--- config.mk ---
export PLATFORM = sky130hd
export DESIGN_NAME = arpbt_ram
export DESIGN_NICKNAME = d
export VERILOG_FILES = /design/src/arp_binding_table_unit_defines.svh /design/src/arpbt_ram.sv
export SDC_FILE = /design/constraint.sdc
export NUM_CORES = 1
export LEC_CHECK = 0
export BUFFER_PORTS_ARGS = -buffer_cell sky130_fd_sc_hd__buf_2
export CAP_MARGIN = 20
export CORE_UTILIZATION = 55
export DETAILED_ROUTE_END_ITERATION = 10
export GPL_ROUTABILITY_DRIVEN = 0
export PLACE_DENSITY = 0.73
export REMOVE_ABC_BUFFERS = 1
export SKIP_LAST_GASP = 1
export SYNTH_ARGS = -nofsm -noshare
export SYNTH_HDL_FRONTEND = slang
export SYNTH_SLANG_ARGS = --single-unit
--- constraint.sdc ---
create_clock -name clk -period 1.87 [get_ports clk]
set_input_delay 0.187 -clock clk [delete_from_list [all_inputs] [get_ports clk]]
set_output_delay 0.187 -clock clk [all_outputs]
set_load 0.05 [all_outputs]
--- src/arp_binding_table_unit_defines.svh ---
// Assertion macros used by the ARP binding table unit.
`ifndef ARP_BINDING_TABLE_UNIT_DEFINES_SVH
`define ARP_BINDING_TABLE_UNIT_DEFINES_SVH

// Checked on every rising edge of clk, ignored while rst_n is low.
`define ARPBT_ASSERT(lbl, prop, msg) \
    lbl: assert property (@(posedge clk) disable iff (!rst_n) prop) else $error(msg);

// Checked on every rising edge of clk, reset included.
`define ARPBT_ASSERT_ALWAYS(lbl, prop, msg) \
    lbl: assert property (@(posedge clk) prop) else $error(msg);

`endif

--- src/arpbt_ram.sv ---
// ----------------------------------------------------------------------------
// arpbt_ram
// Simple dual-port RAM: one write port, one read port with registered data.
// ----------------------------------------------------------------------------
`default_nettype none

module arpbt_ram #(
    parameter int WIDTH = 8,
    parameter int DEPTH = 16
) (
    input  wire logic                     clk,
    input  wire logic                     we,
    input  wire logic [$clog2(DEPTH)-1:0] waddr,
    input  wire logic [WIDTH-1:0]         wdata,
    input  wire logic [$clog2(DEPTH)-1:0] raddr,
    output logic      [WIDTH-1:0]         rdata
);

    logic [WIDTH-1:0] mem [DEPTH];

    always_ff @(posedge clk)
    begin
        if (we)
        begin
            mem[waddr] <= wdata;
        end
        rdata <= mem[raddr];
    end

endmodule

`default_nettype wire

==> impl_metrics.json <==
{
  "use_met2_pct": 35.2,
  "numCtsBuffers": 17,
  "seq_area_um2": 4000,
  "drt_pass1_iterations": 4,
  "use_met1_pct": 31.8,
  "r2r_start": "mem[1][3]$_DFFE_PP_",
  "routed_wl_mm": 9.70,
  "ant_nets": 0,
  "period_needed_ns": 1.38,
  "holdBufCountCts": 0,
  "critical-path-slowest-cell": "mux4_1",
  "grt_use_total_pct": 22.5,
  "clk_pin_slew_ns": 0.06,
  "fp.dieW_um": 98.7,
  "yosysTopAreaCell": "edfxtp_1",
  "clockBufferDepth": 2,
  "via_per_inst": 6.06,
  "initial_core_util_pct": 57.9,
  "rows": 34,
  "grt_use_met3_pct": 5.39,
  "synth_top_area_share_pct": 74.7,
  "p_per_area_nw_per_um2": 1190,
  "worstSkewPairLatency_ns": 0.50,
  "ys.warnings.count": 0,
  "fmax_mhz": 722,
  "ios": 26,
  "r2r-end": "rdata[3]$_DFF_P_",
  "fin_hold_ws_ns": 0.0618,
  "coreArea_um2": 8890,
  "grt_pass1_wl_mm": 15.2,
  "required_ns": 2.25,
  "drive_above_1_share_pct": 32.0,
  "vdd_drop_max_mv": 0.874,
  "ys_ff_latch": 136,
  "nFillCells": 541,
  "status": "finished, final reports clean",
  "power.leakage_nw": 2.13,
  "multi_input_area_um2": 1060,
  "grt_setup_unrepaired": "false",
  "cts_num_sinks": 136,
  "layout.nets": 305,
  "wl_per_cell_um": 23.8,
  "clockRootBuffer": "clkbuf_8",
  "power_mw": 7.34,
  "synth-seq-area-share_pct": 77.8,
  "grt_max_degree": 33,
  "worst-slew-pin-transition_ns": 0.422,
  "portBuffers": 25,
  "setup_viol": 0,
  "drc": 0,
  "cts_tree": "yes",
  "whs_endpoint": "mem[6][1]$_DFFE_PP_",
  "worstHoldPathType": "in2reg",
  "grt_pass1_vias": 2563,
  "grt_antenna_before_repair": 0,
  "rrSetupSlack_ns": 0.49,
  "crit_type": "reg2reg",
  "drv_cap": 0,
  "dp_hpwl_mm": 6.10,
  "startpoint_type": "register",
  "drt_iter0_drc": 238,
  "path_cells": "mux4_1, a22oi_1, nand2_1",
  "die_h_um": 98.7,
  "skew_ns": 0.00783,
  "area_delta_synth_final_pct": 19.7,
  "crit_fanout": 1,
  "htreeDepth": 4,
  "synth_cell_types": 19,
  "end_kind": "register",
  "synth_area_um2": 5150,
  "finalHoldViolations": 0,
  "timing.final.crit_share_pct": 74.0,
  "fin_setup_tns_ns": 0,
  "synth_cells": 229,
  "slew_viol_final": 0,
  "worst_path_largest_cell_delay_ns": 0.52,
  "postCtsSetupRepairBufs": 0,
  "avgSynthCellArea_um2": 22.5,
  "arrival_ns": 1.77,
  "reg2regPathDepth": 3,
  "via_count": 2474,
  "min-delay-start": "wdata[1]",
  "cts_resized": 0,
  "die_area_um2": 9750,
  "grt_overflow_total": 0,
  "holdPathStages": 1,
  "busiest_layer": "met2",
  "n_antenna_cell": 0,
  "relSlewSlack_pct": 71.8,
  "synth_area_leaders": "edfxtp_1 (75%), mux4_2 (7.9%), mux4_1 (7.1%)"
}
[Yosys cell counts]
cell and n:
edfxtp_1 128, mux4_2 18, a22oi_1 16, mux4_1 14, nor2_1 13, nand2_1 9, dfxtp_1 8, nor3_1 4
buf_2 3, buf_6 3, clkdlybuf4s25_2 3, nand2b_1 2, nand3b_1 2, and2_1 1, and2b_1 1, buf_4 1
nand3_1 1, nor2b_1 1, or3b_2 1
[final cells by class]
cell class / count / share of cell area [%]
Clock buffer: 21 / 7.13
Clock inverter: 11 / 3.17
Multi-Input combinational cell: 83 / 17.2
Sequential cell: 136 / 65.0
Tap cell: 108 / 2.19
Timing Repair Buffer: 49 / 5.36
[through the flow]
| step | std cells | utilization (%) | cell area (um^2) | worst slack, ns |
|---|---|---|---|---|
| 5_1_grt | 408 | 69.3 | 6160 | 0.439 |
| 2_1_floorplan | 219 | - | 5060 | 0.190 |
| 6_report | 408 | 69.3 | 6160 | 0.485 |
| 3_3_place_gp | 376 | 62.2 | 5530 | 0.247 |
| 3_5_place_dp | 376 | 62.2 | 5530 | 0.242 |
| 4_1_cts | 408 | 69.3 | 6160 | 0.475 |
[worst max-delay path by stage]
stage                              startpoint                   to  slack [ns]
after global routing      mem[5][1]$_DFFE_PP_     rdata[1]$_DFF_P_        0.44
after global placement               raddr[0]     rdata[4]$_DFF_P_        0.25
final                     mem[1][3]$_DFFE_PP_     rdata[3]$_DFF_P_        0.49
after floorplan                      waddr[2]  mem[0][0]$_DFFE_PP_        0.19
after detailed placement             raddr[0]     rdata[4]$_DFF_P_        0.24
after CTS                 mem[9][4]$_DFFE_PP_     rdata[4]$_DFF_P_        0.47
[critical path: cells and delay by family, from the launching register on]
kind / cells / cell delay, ns
muxes: 1 / 0.52
DFF: 1 / 0.37
and+or+nand+nor: 1 / 0.10
AOI/OAI and AO/OA: 1 / 0.28
[cells in the final DEF (no fill, tap or decap), types with 3 or more instances in the layout]
cell / netlist / layout
edfxtp_1: 128 / 128
buf_2: 3 / 25
buf_4: 1 / 22
mux4_2: 18 / 18
a22oi_1: 16 / 16
clkbuf_16: 0 / 16
mux4_1: 14 / 14
nor2_1: 13 / 13
nand2_1: 9 / 9
dfxtp_1: 8 / 8
bufinv_16: 0 / 5
nor3_1: 4 / 4
clkbuf_1: 0 / 3
[routing by layer]
layer | vias up | routed length (um)
met1 | 1280 | 4320
met3 | 7 | 603
met4 | 0 | 75
met5 | - | 0
li1 | 1093 | -
met2 | 94 | 4700
[state kept, by name, summed over array words and instances, names as in the netlist]
| register | flops |
|---|---|
| rdata | 8 |
| mem | 128 |
[power breakdown]
group / leakage, nW / switching, mW / total, mW / internal (mW)
clock network: 0.301 / 1.19 / 3.53 / 2.34
registers: 1.22 / 0.0207 / 3.43 / 3.41
logic: 0.607 / 0.246 / 0.387 / 0.141
[kinds of logic (layout without fill, tap and decap cells)]
group | count (synthesis) | count (layout) | synth area share, %
DFF | 136 | 136 | 77.8
muxes | 32 | 32 | 15.0
and+or+nand+nor | 35 | 35 | 3.18
AOI/OAI and AO/OA | 16 | 16 | 2.33
buffers and inverters | 10 | 81 | 1.68
No activity file was read; power rests on OpenSTA's default activity.
